==> src/hdl/polyev_pkg.sv <==
// shared types and constants of the polynomial evaluator
package polyev_pkg;

	localparam int Q_W       = 32;
	localparam int FRAC_BITS = 16;
	localparam int NUM_COEFS = 8;
	localparam int IDX_W     = $clog2(NUM_COEFS);
	localparam int IDX_LSB   = 2;
	localparam int ADDR_W    = IDX_W + IDX_LSB;
	localparam int PROD_W    = 2 * Q_W;

	typedef logic signed [Q_W-1:0] q_t;
	typedef logic signed [PROD_W-1:0] prod_t;
	typedef q_t [NUM_COEFS-1:0] coef_arr_t;

	localparam q_t Q_MAX = {1'b0, {(Q_W-1){1'b1}}};
	localparam q_t Q_MIN = {1'b1, {(Q_W-1){1'b0}}};

	// data handed from one cell to the next
	typedef struct packed {
		logic valid;
		q_t   x;
		q_t   acc;
		logic ovf;
	} cell_data_t;

	// one result item
	typedef struct packed {
		q_t   value;
		logic overflow;
	} res_t;

endpackage

==> src/hdl/polyev_outbuf.sv <==
// output register with skid entry
module polyev_outbuf (
	input  logic             clk,
	input  logic             arst_n,
	input  logic             item_valid,
	input  polyev_pkg::res_t item,
	output logic             en,
	output logic             out_valid,
	output polyev_pkg::res_t out_item,
	input  logic             out_ready
);
	import polyev_pkg::*;

	logic main_valid_q;
	logic skid_valid_q;
	res_t main_q;
	res_t skid_q;
	logic pop;
	logic push;

	assign en   = !skid_valid_q;
	assign pop  = main_valid_q && out_ready;
	assign push = item_valid && en;

	always_ff @(posedge clk or negedge arst_n) begin
		if (!arst_n) begin
			main_valid_q <= 1'b0;
			skid_valid_q <= 1'b0;
		end else if (skid_valid_q) begin
			if (pop) begin
				skid_valid_q <= 1'b0;
			end
		end else if (push) begin
			if (main_valid_q && !pop) begin
				skid_valid_q <= 1'b1;
			end else begin
				main_valid_q <= 1'b1;
			end
		end else if (pop) begin
			main_valid_q <= 1'b0;
		end
	end

	always_ff @(posedge clk) begin
		if (skid_valid_q) begin
			if (pop) begin
				main_q <= skid_q;
			end
		end else if (push) begin
			if (main_valid_q && !pop) begin
				skid_q <= item;
			end else begin
				main_q <= item;
			end
		end
	end

	assign out_valid = main_valid_q;
	assign out_item  = main_q;

	a_skid_needs_main: assert property (@(posedge clk) disable iff (!arst_n)
		skid_valid_q |-> main_valid_q)
		else $error("skid entry held without a main entry");

	a_stall_to_skid: assert property (@(posedge clk) disable iff (!arst_n)
		(main_valid_q && !out_ready && !skid_valid_q && item_valid) |=> skid_valid_q)
		else $error("stalled result not caught by skid entry");

	a_skid_drain: assert property (@(posedge clk) disable iff (!arst_n)
		(skid_valid_q && out_ready) |=> (main_valid_q && !skid_valid_q))
		else $error("skid entry not moved to main entry");

endmodule

==> config.mk <==
export PLATFORM = sky130hd
export DESIGN_NAME = polyev_outbuf
export DESIGN_NICKNAME = d
export VERILOG_FILES = /design/src/hdl/polyev_pkg.sv /design/src/hdl/polyev_outbuf.sv
export SDC_FILE = /design/constraint.sdc
export NUM_CORES = 1
export LEC_CHECK = 0
export BUFFER_PORTS_ARGS = -buffer_cell sky130_fd_sc_hd__clkbuf_2
export CAP_MARGIN = 20
export CORE_MARGIN = 5
export CORE_UTILIZATION = 40
export CTS_BUF_LIST = sky130_fd_sc_hd__clkbuf_4 sky130_fd_sc_hd__clkbuf_8
export DETAILED_ROUTE_END_ITERATION = 10
export PLACE_DENSITY = 0.73
export SYNTH_ARGS = -nofsm -noshare
export SYNTH_HDL_FRONTEND = slang
export SYNTH_SLANG_ARGS = --single-unit
==> constraint.sdc <==
create_clock -name clk -period 3.3 [get_ports clk]
set_clock_uncertainty 0.05 [all_clocks]
set_input_delay 0.165 -clock clk [delete_from_list [all_inputs] [get_ports clk]]
set_output_delay 0.165 -clock clk [all_outputs]
set_load 0.02 [all_outputs]
==> results of run 1 <==
[kinds of logic (layout without fill, tap and decap cells)]
group           count (synthesis)  after routing
flops                          68             68
mux                            33             33
buf+inv                         6            126
compound gates                  4              4
simple gates                    4              4
[flip-flops by register name, summed over array words and instances (netlist names)]
register      flops
out_valid         1
skid_q           33
out_item         33
skid_valid_q      1
[cell type report]
type | count | share of cell area [%]
multi-input combinational | 41 | 14.2
tap | 77 | 2.69
timing repair buffer | 108 | 20.0
sequential | 68 | 56.7
clock buffer | 10 | 3.66
inverter | 2 | 0.209
clock inverter | 6 | 2.48
[critical path: stages, from the launching register on]
cell and delay, ps:
dfrtp_2 540, nand2b_1 310, a2bb2oi_4 830
[what timing repair did]
item	in CTS	in global routing
setup buffers	0	0
endpoints found under the hold margin	35	0
hold buffers	34	0
[path summary, 6_finish.rpt]
path	cells past startpoint	end	startpoint	slack (ps)
max in group asynchronous	2	skid_valid_q$_DFF_PN0_	arst_n	3000
max reg2reg	2	out_item[13]$_DFFE_PP_	skid_valid_q$_DFF_PN0_	1180
min	3	skid_valid_q$_DFF_PN0_	item_valid	80
min reg2reg	1	skid_valid_q$_DFF_PN0_	out_valid$_DFFE_PN0P_	470
max	2	out_item[13]$_DFFE_PP_	skid_valid_q$_DFF_PN0_	1180
min in group asynchronous	2	out_valid$_DFFE_PN0P_	arst_n	90
[cell usage in the layout, fill, tap and decap left out, types with 2 or more instances in the layout]
cell | synthesis | routed
bufinv_16 | 0 | 2
clkbuf_8 | 0 | 9
clkinvlp_4 | 0 | 2
a21oi_1 | 2 | 2
edfxtp_1 | 66 | 66
mux2_2 | 16 | 16
inv_1 | 2 | 2
buf_4 | 0 | 3
clkbuf_2 | 0 | 71
dlygate4sd3_1 | 0 | 34
mux2_4 | 17 | 17
[stage by stage]
stage / setup WS [ps] / power, uW / std cells / instance area, sq um
floorplan: 367 / 2000 / 115 / 2560
global placement: 1200 / 2250 / 262 / 3020
detailed placement: 1140 / 2270 / 262 / 3020
CTS: 1120 / 3050 / 312 / 3580
global route: 1020 / 3160 / 312 / 3580
finish: 1180 / 3010 / 312 / 3580
[power groups by stage]
| stage | Sequential [uW] | Clock [uW] | Combinational, uW |
|---|---|---|---|
| 6_report | 1360 | 746 | 906 |
| 5_1_grt | 1380 | 803 | 972 |
| 4_1_cts | 1370 | 759 | 921 |
| 3_5_place_dp | 1380 | 0 | 886 |
| 3_3_place_gp | 1370 | 0 | 872 |
| 2_1_floorplan | 1560 | 0 | 442 |
[per-layer routing]
layer  track usage (%)  vias up  wire (um)  part of all wire (%)
li1                  -      683          -                     -
met1              15.4      689       2010                    41
met2              19.8       57       2430                    50
met3              4.26        9        343                   7.1
met4              6.08        0         71                   1.5
met5                 0        -          0                     0
==> impl_metrics.yaml, run 1 <==
sta:
  maxSlewViolCount: 0
  hold_violations: 0
  finalHoldWorstSlack_ps: 80.3
  worst_pin_slew_ps: 1050
  setup_viol_count_final: 0
  setup_tns_ps: 0
  slew_headroom_pct: 29.5
  rsz0062_at_grt: "false"
  max_clock_freq_mhz: 471
  fin_crit_sh_pct: 64.4
  period_needed_ps: 2120
clocking:
  cts_tree: "yes"
  clk_pin_slew_worst_paths_ps: 70
  cts_root_buf: "clkbuf_8"
  clk_path_buf_depth: 2
  ctsResizeCount: 0
  htreeDepth: 3
  clock_latency_ps: 330
  cts_buffers: 9
  cts.sinks: 68
synthesis:
  synth_commonest_cells: "edfxtp_1, mux2_4, mux2_2"
  synth_xor_xnor_area_share_pct: 0
  synth_ff_type: "edfxtp_1"
  syn_inst: 115
  synthAdderAreaFrac_pct: 0
  yosysTopAreaCellShare_pct: 77.5
  postSynthAreaPerCell_sq_um: 22.2
  synth_edf_count: 66
  netlist_area_sq_mm: 0.00256
  async_flop_share_pct: 2.94
  synth_top_family_by_area: "multiplexers"
  ys_top_cells_by_area: "edfxtp_1, mux2_4, mux2_2, dfrtp_1, buf_6"
  synth_compound_area_share_pct: 0.929
  syn_nets: 152
  synthSimpleGateAreaFrac_pct: 0.831
  synth_top_area_cell: "edfxtp_1"
  ys_seq_area_share_pct: 79.4
  synth_cell_types: 14
  synth_warnings: 0
  synth_most_common_cell: "edfxtp_1"
  synthMuxAreaShare_pct: 17.0
  synth-seq-cells: 68
finish:
  nets: 267
  area_growth_pct: 40.1
  fillers: 515
  regArea_sq_mm: 0.00203
  post-route-util_pct: 57.1
  drive_above_1_share_pct: 53.6
  multiInputGateArea_sq_um: 509
  diodes: 0
route:
  ant_nets: 0
  wl_per_cell_um: 15.5
  num_vias: 1438
  viasPerCell: 4.61
  drc: 0
  drt-pass1-iter-count: 4
  routed_wl_um: 4850
  drt_iter0_markers: 85
floorplanning:
  coreArea_sq_mm: 0.00628
  die_w_um: 90.0
  die_h_um: 90.0
  floorplan.initialDensity_pct: 40.8
  die_area_sq_mm: 0.00810
  rows: 29
  ioPinCount: 72
place:
  dp_hpwl_um: 3060
  port_buffers: 71
  place.gp.congestion: 0.790
power:
  p_sw_uw: 937
  ir_drop_v: 0.000722
  p_clk_share_pct: 24.8
  powerDensity_mw_per_mm2: 840
  pwr-share-seq_pct: 45.2
  switching_share_pct: 31.1
  power.internal_uw: 2080
  leakagePower_uw: 0.00142
  pwr-share-comb_pct: 30.1
worst_setup_path:
  startpoint_type: "register"
  worstPathArrival_ps: 2030
  end_kind: "register"
  cp.required_ps: 3200
  path_class: "reg -> reg"
  path_max_fanout: 33
global_route:
  grt-ovfl-total: 0
  grtUsageTotal_pct: 12.5
  grt_pass1_vias: 1600
  grt_max_degree: 34
  antenna_found_initial: 0
  grt_pass1_wl_um: 8050
hold_path:
  hold_class: "in -> reg"
outcome:
  run_status: "complete, no violations"
flow_run:
  maxCapViolCount: 0
No activity file was read; power rests on OpenSTA's default activity.
==> run 2: changes to the inputs <==
==> constraint.sdc (replaced) <==
create_clock -name clk -period 1.9 [get_ports clk]
set_clock_uncertainty 0.05 [all_clocks]
set_input_delay 0.095 -clock clk [delete_from_list [all_inputs] [get_ports clk]]
set_output_delay 0.095 -clock clk [all_outputs]
set_load 0.02 [all_outputs]
==> run 2 against run 1 <==
Against the previous run: clock-buffer cell count is 4 higher; die area stayed put; sequential power is 69% higher; wire length is 1.6% lower; total power is 69% higher; non-clock buffer count is 4 higher; final cell count is 1.3% higher; via count is 1.3% lower; sequential share of layout area is 0.14 points lower; critical path type is now reg -> out.
==> impl_metrics.yaml, run 2 (synthesized netlist as in run 1, its figures left out) <==
outcome:
  run_status: "complete, no violations"
clocking:
  ctsResizeCount: 0
  cts.sinks: 68
  clock_latency_ps: 330
  clk_pin_slew_worst_paths_ps: 70
  ctsHoldBuffers: 35
  cts_tree: "yes"
  clk_path_buf_depth: 2
  htreeDepth: 3
  cts_buffers: 9
  cts_root_buf: "clkbuf_8"
  post_cts_buffers: 0
floorplanning:
  floorplan.initialDensity_pct: 40.8
  ioPinCount: 72
  die_h_um: 90.0
  rows: 29
  die_area_sq_mm: 0.00810
  coreArea_sq_mm: 0.00628
  die_w_um: 90.0
worst_setup_path:
  startpoint_type: "register"
  end_kind: "output port"
  path_class: "reg -> out"
  crit_path_cell_trace: "buf_4 -> inv_1 -> clkbuf_2"
  path_max_fanout: 24
  slowest_stage: "dfrtp_2"
  cp.required_ps: 1750
  worstPathArrival_ps: 1360
  crit_path_max_incr_delay_ps: 380
finish:
  instances_no_fill: 316
  nets: 271
  area_growth_pct: 40.5
  final_common_cell: "clkbuf_2"
  final_cell_mix: "clkbuf_2, edfxtp_1, dlygate4sd3_1"
  diodes: 0
  drive_above_1_share_pct: 54.8
route:
  drt-pass1-iter-count: 4
  viasPerCell: 4.49
  num_vias: 1419
  routed_wl_um: 4770
  ant_nets: 0
  drt_iter0_markers: 91
  drc: 0
  wl_per_cell_um: 15.1
place:
  dp_cells: 265
  place.gp.congestion: 0.670
  port_buffers: 71
power:
  ir_drop_v: 0.00122
  power_uw: 5090
  leakagePower_uw: 0.00145
  powerDensity_mw_per_mm2: 1410
sta:
  fin_crit_sh_pct: 79.3
  max_clock_freq_mhz: 664
  hold_violations: 0
  rsz0062_at_grt: "false"
  maxSlewViolCount: 0
  setup_viol_count_final: 0
  slew_headroom_pct: 73.0
  worst_pin_slew_ps: 405
  period_needed_ps: 1510
hold_path:
  hold_class: "in -> async"
global_route:
  grt-ovfl-total: 0
  grtUsageTotal_pct: 12.8
  grt_max_degree: 25
  antenna_found_initial: 0
  grt_pass1_vias: 1611
  grt_pass1_wl_um: 8070
flow_run:
  maxCapViolCount: 0
[run 2: cell count changes in the layout (fill, tap and decap cells not counted), sizes merged]
cell,change
clkbuf,+4
buf,+3
bufinv,-2
clkinvlp,-2
dlygate4sd3,+1
[run 2: cell type report]
cell class | instances | area (sq um)
fillers | 506 | 2680
flip-flops and latches | 68 | 2030
repair buffers | 112 | 751
multi-input cells | 41 | 517
clock buffers | 14 | 180
well taps | 77 | 96.3
clock inverters | 2 | 10.0
inverters | 2 | 7.51
[run 2: final timing paths]
kind / start / to / cells past startpoint / slack (ps)
max: skid_valid_q$_DFF_PN0_ / en / 3 / 390
min: arst_n / out_valid$_DFFE_PN0P_ / 2 / 30
max reg2reg: skid_valid_q$_DFF_PN0_ / out_item[2]$_DFFE_PP_ / 4 / 400
min reg2reg: out_valid$_DFFE_PN0P_ / skid_valid_q$_DFF_PN0_ / 1 / 450
max in group asynchronous: arst_n / skid_valid_q$_DFF_PN0_ / 2 / 1660
min in group clk: item_valid / out_valid$_DFFE_PN0P_ / 3 / 50
[run 2: layer usage]
metal  vias up  global-route usage (%)  wire, um
met3         5                    4.42       255
met2        43                    20.7      2470
li1        689                       -         -
met4         0                    5.96        78
met1       682                    15.5      1970
met5         -                       0         0
[run 2: metrics by stage]
| stage | worst slack, ps | TNS, ps | util [%] | cell area, sq um | hold WS [ps] |
|---|---|---|---|---|---|
| global route | 290 | 0 | 57.3 | 3600 | 15.9 |
| floorplan | -80.5 | -2660 | - | 2600 | -251 |
| CTS | 391 | 0 | 57.3 | 3600 | 17.3 |
| detailed placement | 405 | 0 | 48.7 | 3060 | -167 |
| finish | 394 | 0 | 57.3 | 3600 | 33.2 |
| global placement | 440 | 0 | 48.7 | 3060 | -169 |
[run 2: worst max-delay path: cells and delay by family (launching register included)]
kind                   cells  cell delay (ps)
flip-flops                 1              380
buffers and inverters      3              640
[run 2: where the power goes]
part           total (uW)  switching [uW]  internal, uW
Combinational        1690             969           717
Sequential           2300             117          2180
Clock                1100             496           606
Total                5090            1580          3510
