[config.mk]
export PLATFORM = sky130hd
export DESIGN_NAME = polyev_regs
export DESIGN_NICKNAME = d
export VERILOG_FILES = /design/src/hdl/polyev_pkg.sv /design/src/hdl/polyev_regs.sv
export SDC_FILE = /design/constraint.sdc
export NUM_CORES = 1
export LEC_CHECK = 0
export BUFFER_PORTS_ARGS = -buffer_cell sky130_fd_sc_hd__buf_2
export CELL_PAD_IN_SITES_DETAIL_PLACEMENT = 1
export CELL_PAD_IN_SITES_GLOBAL_PLACEMENT = 1
export CORE_UTILIZATION = 40
export CTS_BUF_LIST = sky130_fd_sc_hd__clkbuf_4 sky130_fd_sc_hd__clkbuf_8
export DETAILED_ROUTE_END_ITERATION = 16
export PLACE_DENSITY_LB_ADDON = 0.1
export SETUP_SLACK_MARGIN = 0.1
export SYNTH_ARGS = -nofsm -noshare
export SYNTH_HDL_FRONTEND = slang
export SYNTH_SLANG_ARGS = --single-unit
[constraint.sdc]
create_clock -name clk -period 2.48 [get_ports clk]
set_input_delay 0.496 -clock clk [delete_from_list [all_inputs] [get_ports clk]]
set_output_delay 0.496 -clock clk [all_outputs]
set_load 0.01 [all_outputs]
[src/hdl/polyev_pkg.sv]
// shared types and constants of the polynomial evaluator
package polyev_pkg;

	localparam int Q_W       = 32;
	localparam int FRAC_BITS = 16;
	localparam int NUM_COEFS = 8;
	localparam int IDX_W     = $clog2(NUM_COEFS);
	localparam int IDX_LSB   = 2;
	localparam int ADDR_W    = IDX_W + IDX_LSB;
	localparam int PROD_W    = 2 * Q_W;

	typedef logic signed [Q_W-1:0] q_t;
	typedef logic signed [PROD_W-1:0] prod_t;
	typedef q_t [NUM_COEFS-1:0] coef_arr_t;

	localparam q_t Q_MAX = {1'b0, {(Q_W-1){1'b1}}};
	localparam q_t Q_MIN = {1'b1, {(Q_W-1){1'b0}}};

	// data handed from one cell to the next
	typedef struct packed {
		logic valid;
		q_t   x;
		q_t   acc;
		logic ovf;
	} cell_data_t;

	// one result item
	typedef struct packed {
		q_t   value;
		logic overflow;
	} res_t;

endpackage

[src/hdl/polyev_regs.sv]
// apb coefficient register file
module polyev_regs (
	input  logic                          clk,
	input  logic                          arst_n,
	input  logic                          psel,
	input  logic                          penable,
	input  logic                          pwrite,
	input  logic [polyev_pkg::ADDR_W-1:0] paddr,
	input  logic [31:0]                   pwdata,
	output logic [31:0]                   prdata,
	output logic                          pready,
	output polyev_pkg::coef_arr_t         coefs
);
	import polyev_pkg::*;

	coef_arr_t        coef_q;
	logic [IDX_W-1:0] idx;
	logic             wr;

	assign idx    = paddr[ADDR_W-1:IDX_LSB];
	assign pready = 1'b1;
	assign wr     = psel && penable && pwrite && pready;

	always_ff @(posedge clk or negedge arst_n) begin
		if (!arst_n) begin
			coef_q <= '0;
		end else if (wr) begin
			coef_q[idx] <= q_t'(pwdata);
		end
	end

	assign prdata = 32'(coef_q[idx]);
	assign coefs  = coef_q;

endmodule

==> results.txt, run 1 <==
status: complete, no violations
XOR/XNOR Fraction of Synth Area: 0%
Compound-Gate Fraction of Synth Area: 0.270%
EDFF count, synth: 0
CTS sink count: 256
Die W: 172 um
Tcrit/Tclk final: 94.1%
RSZ-0062 raised after global routing: yes
syn nets: 716
post-synthesis cell area: 11600 um2
top sig layer: met4
vias in the first global route: 8152
Max-Slew Margin vs Limit: 63.7%
initial antenna violation count: 2
WL met2: 16500 um
synth unique cells: 27
min cycle time layout: 2330 ps
Final Cell Area: 15500 um2
Buffers on Ports: 327
Final Skew: 0 ps
share of layout cells above drive strength 1: 73.7%
Starting Density: 41.2%
multiplexer area fraction after synthesis: 40.9%
Post-synth ARST share: 100%
clk_lat worst skew: 530 ps
Clk Tree Root Cell: clkbuf_8
Post-Synth Simple-Gate Area: 0.981%
largest family of logic cells by synthesized area: multiplexers
area delta synth->final: 33.3%
WL met1: 14600 um
largest net degree at the start of global routing: 66
count leader, synth: dfrtp_1
Top FF cell, synth: dfrtp_1
Clock Path Buffers: 3
H-tree depth: 2
sequence of cells on the critical path: mux4_2 > mux2_4 > buf_6
Max Fclk: 429 MHz
Placer Congestion: 0.745
drt wl/cell: 22.9 um
Buf+Inv Stages, Crit Path: 1
Worst Max-Slew Pin Slew: 545 ps
Initial DRC Count: 322
peak supply drop: 0.000501 V
DP Area: 14000 um2
DR vias/cell: 5.20
Reg clk slew, reported paths: 60 ps
GR Overflow Total: 0
power per cell area: 867 nW/um2
global-route wire length before repair: 51100 um
drc violations: 0
Total Wirelength: 34100 um
total track usage: 23.2%
CTS buffer count: 46
leading post-synthesis cells by cell area: dfrtp_1 (55%), mux2_2 (23%), mux4_2 (12%), mux2_4 (3.4%), mux2_1 (1.9%)
Slew Viols, Final: 0
Arr. time, crit path: 1840 ps
syn_area_per_cell: 17.2 um2
largest area contributor in the netlist: dfrtp_1
hold crit path type: in2reg
DP HPWL: 23100 um
Worst setup EP type: primary output
final core area utilization: 54.9%
TritonCTS clock tree: done
Antenna Nets Post-Route: 0
critical path class: reg2out
post-route setup TNS: 0 ps
Worst EP required: 1980 ps
nets@finish: 1121
LEAKAGE: 7.67 nW
vias post-DR: 7746
max reg flops: 256
Ports: 331
register area share after synthesis: 55.2%
CP peak stage delay: 470 ps
delay-heaviest family, CP: multiplexers
crit path max-delay cell type: mux4_2
Syn Inst Count: 674
Synth top area share: 55.2%
Die Height: 172 um
number of iterations in the first detailed-routing pass: 4
Max Cap Viol: 0
most frequent cells after synthesis: dfrtp_1 (256), mux2_2 (241), mux4_2 (62), buf_2 (28), mux2_4 (26)
Final Hold Vio Count: 0
count of final setup violators: 0
# rows: 61
Yosys warnings: 0
final worst setup slack: 147 ps
wire length on met3: 2390 um
crit-path max FO: 3
Adder-Cell Fraction of Synth Area: 0%
register bit count reported by yosys: 256
Core Area: 28200 um2
Die ar.: 29700 um2
dpl ws: 59.3 ps
critical path startpoint category: register
logic make-up after synthesis:
| family | after synthesis |
|---|---|
| compound gates | 4 |
| buf+inv | 46 |
| flops | 256 |
| mux | 351 |
| other cells | 1 |
| simple gates | 16 |
where the power goes:
part	total [mW]	switching [mW]	internal, mW	leakage [nW]
combinational	3.65	1.58	2.06	3.87
clock	4.11	1.71	2.40	0.520
sequential	5.66	0.657	5.00	3.27
total	13.4	3.95	9.47	7.67
stage by stage:
step / hold slack (ps) / total power, mW / instances
floorplan: 200 / 7.43 / 674
global placement: 487 / 8.98 / 1368
detailed placement: 490 / 9.08 / 1368
CTS: 237 / 13.3 / 1452
global route: 262 / 14.2 / 1488
finish: 278 / 13.4 / 1489
metal layers:
layer / track usage (%) / up-vias
met3: 6.16 / 39
met5: 0 / -
met2: 37.1 / 250
met4: 5.69 / 0
met1: 31.3 / 4098
li1: - / 3359
layout make-up:
cell class | instances | area, um2
clock buffers | 73 | 942
multi-input cells | 372 | 4950
flip-flops and latches | 256 | 6410
well taps | 378 | 473
repair buffers | 402 | 2650
fillers | 2780 | 12700
diodes | 2 | 5.00
inverters | 1 | 3.75
clock inverters | 5 | 32.5
repair_timing:
action	CTS	global route
setup endpoints to repair	11	27
resized for setup	3	29
setup buffers	4	35
endpoints found under the hold margin	59	0
cloned	1	0
hold buffers	1	0
worst paths after layout:
kind                            start          to  slack [ps]  depth (start not counted)
max                         coefs[72]   prdata[8]         150                          3
min                         pwdata[6]    coefs[6]         280                          2
max reg2reg                 coefs[77]   coefs[77]        1470                          3
min reg2reg                coefs[217]  coefs[217]         510                          1
max in group asynchronous      arst_n  coefs[220]        1260                          3
min in group asynchronous      arst_n    coefs[6]         480                          2
placed cells by master (no fill, tap or decap), types with 3 or more instances in the layout:
cell type and n:
clkbuf_4 10, nor2_4 6, buf_6 24, mux2_1 20
clkinv_2 3, dfrtp_1 256, mux4_2 62, buf_2 301
clkbuf_8 63, buf_4 53, mux2_2 239, buf_12 21
mux2_4 28
Power figures use the tool's default switching activity.
==> run 2: changes to the inputs <==
clock period = 2.2 ns   (was 2.48 ns; I/O delays follow)
==> results.txt, run 2 (synthesized netlist as in run 1, its figures left out) <==
crit-path max FO: 2 (-1)
Die Height: 172 um (unchanged)
critical path startpoint category: register
post-route setup TNS: -1190 ps (-1190 ps)
Final Skew: 0 ps (unchanged)
power per cell area: 958 nW/um2 (+10%)
Worst setup EP type: primary output
max reg flops: 256 (unchanged)
Clk Tree Root Cell: clkbuf_8
Reg clk slew, reported paths: 60 ps (about the same)
LEAKAGE: 8.42 nW (+9.8%)
nets@finish: 1261 (+12%)
drt wl/cell: 22.8 um (-0.34%)
sequence of cells on the critical path: mux4_2 > mux2_4 > buf_6
DP HPWL: 23400 um (+1.4%)
Core Area: 28200 um2 (unchanged)
number of iterations in the first detailed-routing pass: 4 (unchanged)
drc violations: 0 (unchanged)
delay-heaviest family, CP: multiplexers
Total Wirelength: 37100 um (+9.0%)
Tcrit/Tclk final: 104%
Final Cell Area: 16600 um2 (+7.6%)
vias in the first global route: 9105 (+12%)
Slew Viols, Final: 0 (unchanged)
CP peak stage delay: 510 ps (+40 ps)
Max Cap Viol: 0 (unchanged)
CTS buffer count: 44 (-4.3%)
RSZ-0062 raised after global routing: yes
Clock Path Buffers: 3 (unchanged)
H-tree depth: 2 (unchanged)
Buf+Inv Stages, Crit Path: 1 (unchanged)
CTS sink count: 256 (unchanged)
initial antenna violation count: 2 (unchanged)
Arr. time, crit path: 1840 ps (about the same)
largest net degree at the start of global routing: 61 (-7.6%)
critical path class: reg2out
most frequent cells in the layout: buf_2 (293), dfrtp_1 (256), mux2_2 (237), buf_4 (188), mux4_2 (62)
total track usage: 25.4% (+2.2 points)
Initial DRC Count: 391 (+21%)
DP Area: 14100 um2 (+0.89%)
peak supply drop: 0.000521 V (+4.2%)
Die W: 172 um (unchanged)
vias post-DR: 8399 (+8.4%)
crit path max-delay cell type: mux4_2
clk_lat worst skew: 530 ps (about the same)
count of final setup violators: 31 (+31)
violated checks: negative setup slack
Die ar.: 29700 um2 (unchanged)
Starting Density: 41.2% (unchanged)
TritonCTS clock tree: done
Max-Slew Margin vs Limit: 64.0% (+0.29 points)
Antenna Nets Post-Route: 0 (unchanged)
DR vias/cell: 5.16 (-0.89%)
Final Hold Vio Count: 0 (unchanged)
status: complete, but fails checks
commonest non-fill, non-tap cell in the layout: buf_2
Placer Congestion: 0.752 (+0.99%)
hold crit path type: in2reg
GR Overflow Total: 0 (unchanged)
share of layout cells above drive strength 1: 76.7% (+3.1 points)
Ports: 331 (unchanged)
final worst setup slack: -77.8 ps (-225 ps)
area delta synth->final: 43.4%
Worst EP required: 1760 ps (-220 ps)
Max Fclk: 439 MHz
Worst Max-Slew Pin Slew: 540 ps (-4.40 ps)
global-route wire length before repair: 55500 um (+8.5%)
# rows: 61 (unchanged)
Buffers on Ports: 327 (unchanged)
min cycle time layout: 2280 ps
[run 2: changes by cell type in the layout (fill, tap and decap cells not counted), moves of 2 or more]
cell	change
mux2_4	+2
buf_4	+135
clkbuf_8	-7
buf_6	+9
mux2_2	-2
clkinv_2	+2
inv_6	-2
buf_2	-8
clkbuf_4	+5
buf_12	+7
[run 2: path summary, 6_finish.rpt]
check / from / to / slack, ps / cells after the start
max: coefs[223] / prdata[31] / -80 / 3
min: pwdata[3] / coefs[131] / 210 / 2
max reg2reg: coefs[139] / coefs[139] / 1140 / 3
min reg2reg: coefs[221] / coefs[221] / 500 / 1
max in group asynchronous: arst_n / coefs[214] / 1000 / 3
min in group asynchronous: arst_n / coefs[9] / 430 / 2
[run 2: where the power goes]
| group | internal, mW | switching, mW |
|---|---|---|
| Clock | 2.65 | 1.91 |
| Combinational | 2.97 | 2.14 |
| Sequential | 5.64 | 0.631 |
[run 2: cell type report]
cell class	instances	area, um2
fill	2778	11500
sequential	256	6410
multi-input combinational	372	4980
timing repair buffer	544	3830
clock buffer	71	883
tap	378	473
clock inverter	6	55.1
inverter	1	3.75
antenna	1	2.50
[run 2: metrics by stage]
stage               setup WS [ps]  util [%]  power (mW)  hold WS (ps)  std cells
floorplan                     133         -        8.37           144        674
global placement            -82.3      50.2        10.1           412       1373
detailed placement          -93.2      50.2        10.2           422       1373
CTS                          -114      58.0        15.8           186       1592
global route                 -146      59.1        16.7           214       1628
finish                      -77.8      59.1        15.9           214       1629
[run 2: timing repair]
action,in CTS,in global routing
buffers inserted,141,36
hold buffers,1,0
pin swaps,0,1
setup endpoints to repair,31,32
gates resized for setup,39,3
hold endpoints to repair,54,0
[run 2: layer usage]
metal | routed length (um) | vias up | track usage [%]
met3 | 2520 | 67 | 6.43
li1 | - | 3638 | -
met2 | 18000 | 306 | 41.2
met4 | 963 | 0 | 8.96
met5 | 0 | - | 0
met1 | 15700 | 4388 | 33.0
==> run 3: changes to the inputs <==
CORE_ASPECT_RATIO = 0.7   (was unset)
==> results.txt, run 3 (synthesized netlist as in run 1, its figures left out) <==
status: complete, but fails checks
violated checks: negative setup slack
Reg clk slew, reported paths: 60 ps (about the same)
Die Height: 145 um (-16%)
number of iterations in the first detailed-routing pass: 4 (unchanged)
DR vias/cell: 5.18 (+0.43%)
global-route wire length before repair: 55500 um (about the same)
max reg flops: 256 (unchanged)
total track usage: 25.3% (-0.062 points)
drc violations: 0 (unchanged)
GR Overflow Total: 0 (unchanged)
Starting Density: 41.2% (about the same)
vias in the first global route: 8770 (-3.7%)
reg2reg start: coefs[68]
R2R setup slack: 1170 ps (+30 ps)
Worst EP required: 1760 ps (about the same)
Tcrit/Tclk final: 106% (+2.7 points)
worst r2r dst: coefs[68]
H-tree depth: 2 (unchanged)
Clk Tree Root Cell: clkbuf_8
critical path startpoint category: register
Final Hold Vio Count: 0 (unchanged)
Slew Viols, Final: 0 (unchanged)
Clock Path Buffers: 3 (unchanged)
critical path startpoint: coefs[0]
hold crit path type: in2reg
largest net degree at the start of global routing: 68 (+11%)
peak supply drop: 0.000561 V (+7.6%)
Ports: 331 (unchanged)
vias post-DR: 8275 (-1.5%)
clk_lat worst skew: 550 ps (+20 ps)
initial antenna violation count: 2 (unchanged)
Antenna Nets Post-Route: 0 (unchanged)
min cycle time layout: 2340 ps (+59.6 ps)
dpl ws: -113 ps (-20.0 ps)
RSZ-0062 raised after global routing: yes
final core area utilization: 58.3% (-0.80 points)
Arr. time, crit path: 1900 ps (+60 ps)
most frequent cells in the layout: buf_2 (293), dfrtp_1 (256), mux2_2 (236), buf_4 (170), mux4_2 (62)
Die W: 206 um (+19%)
Final Skew: 0 ps (unchanged)
final worst setup slack: -137 ps (-59.6 ps)
LEAKAGE: 8.28 nW (-1.7%)
Placer Congestion: 0.776 (+3.2%)
commonest non-fill, non-tap cell in the layout: buf_2
share of layout cells above drive strength 1: 76.2% (-0.48 points)
CTS sink count: 256 (unchanged)
CTS buffer count: 43 (-2.3%)
Core Area: 28100 um2 (about the same)
critical path class: reg2out
# rows: 51 (-16%)
R2R depth: 3 (unchanged)
nets@finish: 1235 (-2.1%)
DP HPWL: 23200 um (-0.90%)
crit-path max FO: 3 (+1)
power per cell area: 974 nW/um2 (+1.7%)
Die ar.: 29700 um2 (about the same)
Buffers on Ports: 327 (unchanged)
area delta synth->final: 41.3%
TritonCTS clock tree: done
drt wl/cell: 23.5 um (+3.0%)
Initial DRC Count: 256 (-35%)
count of final setup violators: 31 (unchanged)
Max Cap Viol: 0 (unchanged)
Critical Path End: prdata[0]
Worst setup EP type: primary output
Total Wirelength: 37500 um (+1.1%)
Max Fclk: 428 MHz (-2.5%)
## run 3: cell type report
type	instances	area [um2]
Fill cell	2793	11700
Sequential cell	256	6410
Multi-Input combinational cell	372	4980
Timing Repair Buffer	519	3580
Clock buffer	72	910
Tap cell	371	464
Clock inverter	5	50.0
Antenna cell	2	5.00
Inverter	1	3.75
## run 3: where the power goes
part	internal, mW	switching [mW]	total [mW]
registers	5.63	0.638	6.27
logic	2.88	2.13	5.01
clock network	2.72	1.98	4.69
total	11.2	4.74	16.0
## run 3: layer usage
layer  global-route usage, %  up-vias  wire, um
met5                       0        -        11
met4                    6.82        2       721
met3                    5.84       59      2140
met2                    41.1      236     18200
met1                    34.1     4388     16500
li1                        -     3590         -
## run 3: critical path, stage by stage, from the launching register on
cell,delay (ps)
dfrtp_1,400
mux4_2,520
mux2_4,300
buf_6,130
## run 3: stage by stage
step	total power, mW	hold WS [ps]	area, um2	cells	TNS (ps)
2_1_floorplan	8.37	144	11600	674	0
3_3_place_gp	10.1	376	14000	1361	-744
3_5_place_dp	10.2	378	14000	1361	-1240
4_1_cts	16.0	165	16200	1569	-3020
5_1_grt	16.7	193	16400	1597	-3740
6_report	16.0	212	16400	1598	-1840
## run 3: worst min path at each step
stage / startpoint / end / cells past startpoint
detailed placement: arst_n / coefs[245] / 1
CTS: pwdata[6] / coefs[6] / 2
floorplan: arst_n / coefs[0] / 0
global placement: arst_n / coefs[245] / 1
finish: pwdata[6] / coefs[38] / 2
global route: pwdata[6] / coefs[38] / 2
## run 3: repair_timing
item	in CTS	in global routing
resized for setup	41	2
buffers inserted	130	27
setup endpoints to repair	31	32
hold buffers	1	0
endpoints found under the hold margin	44	0
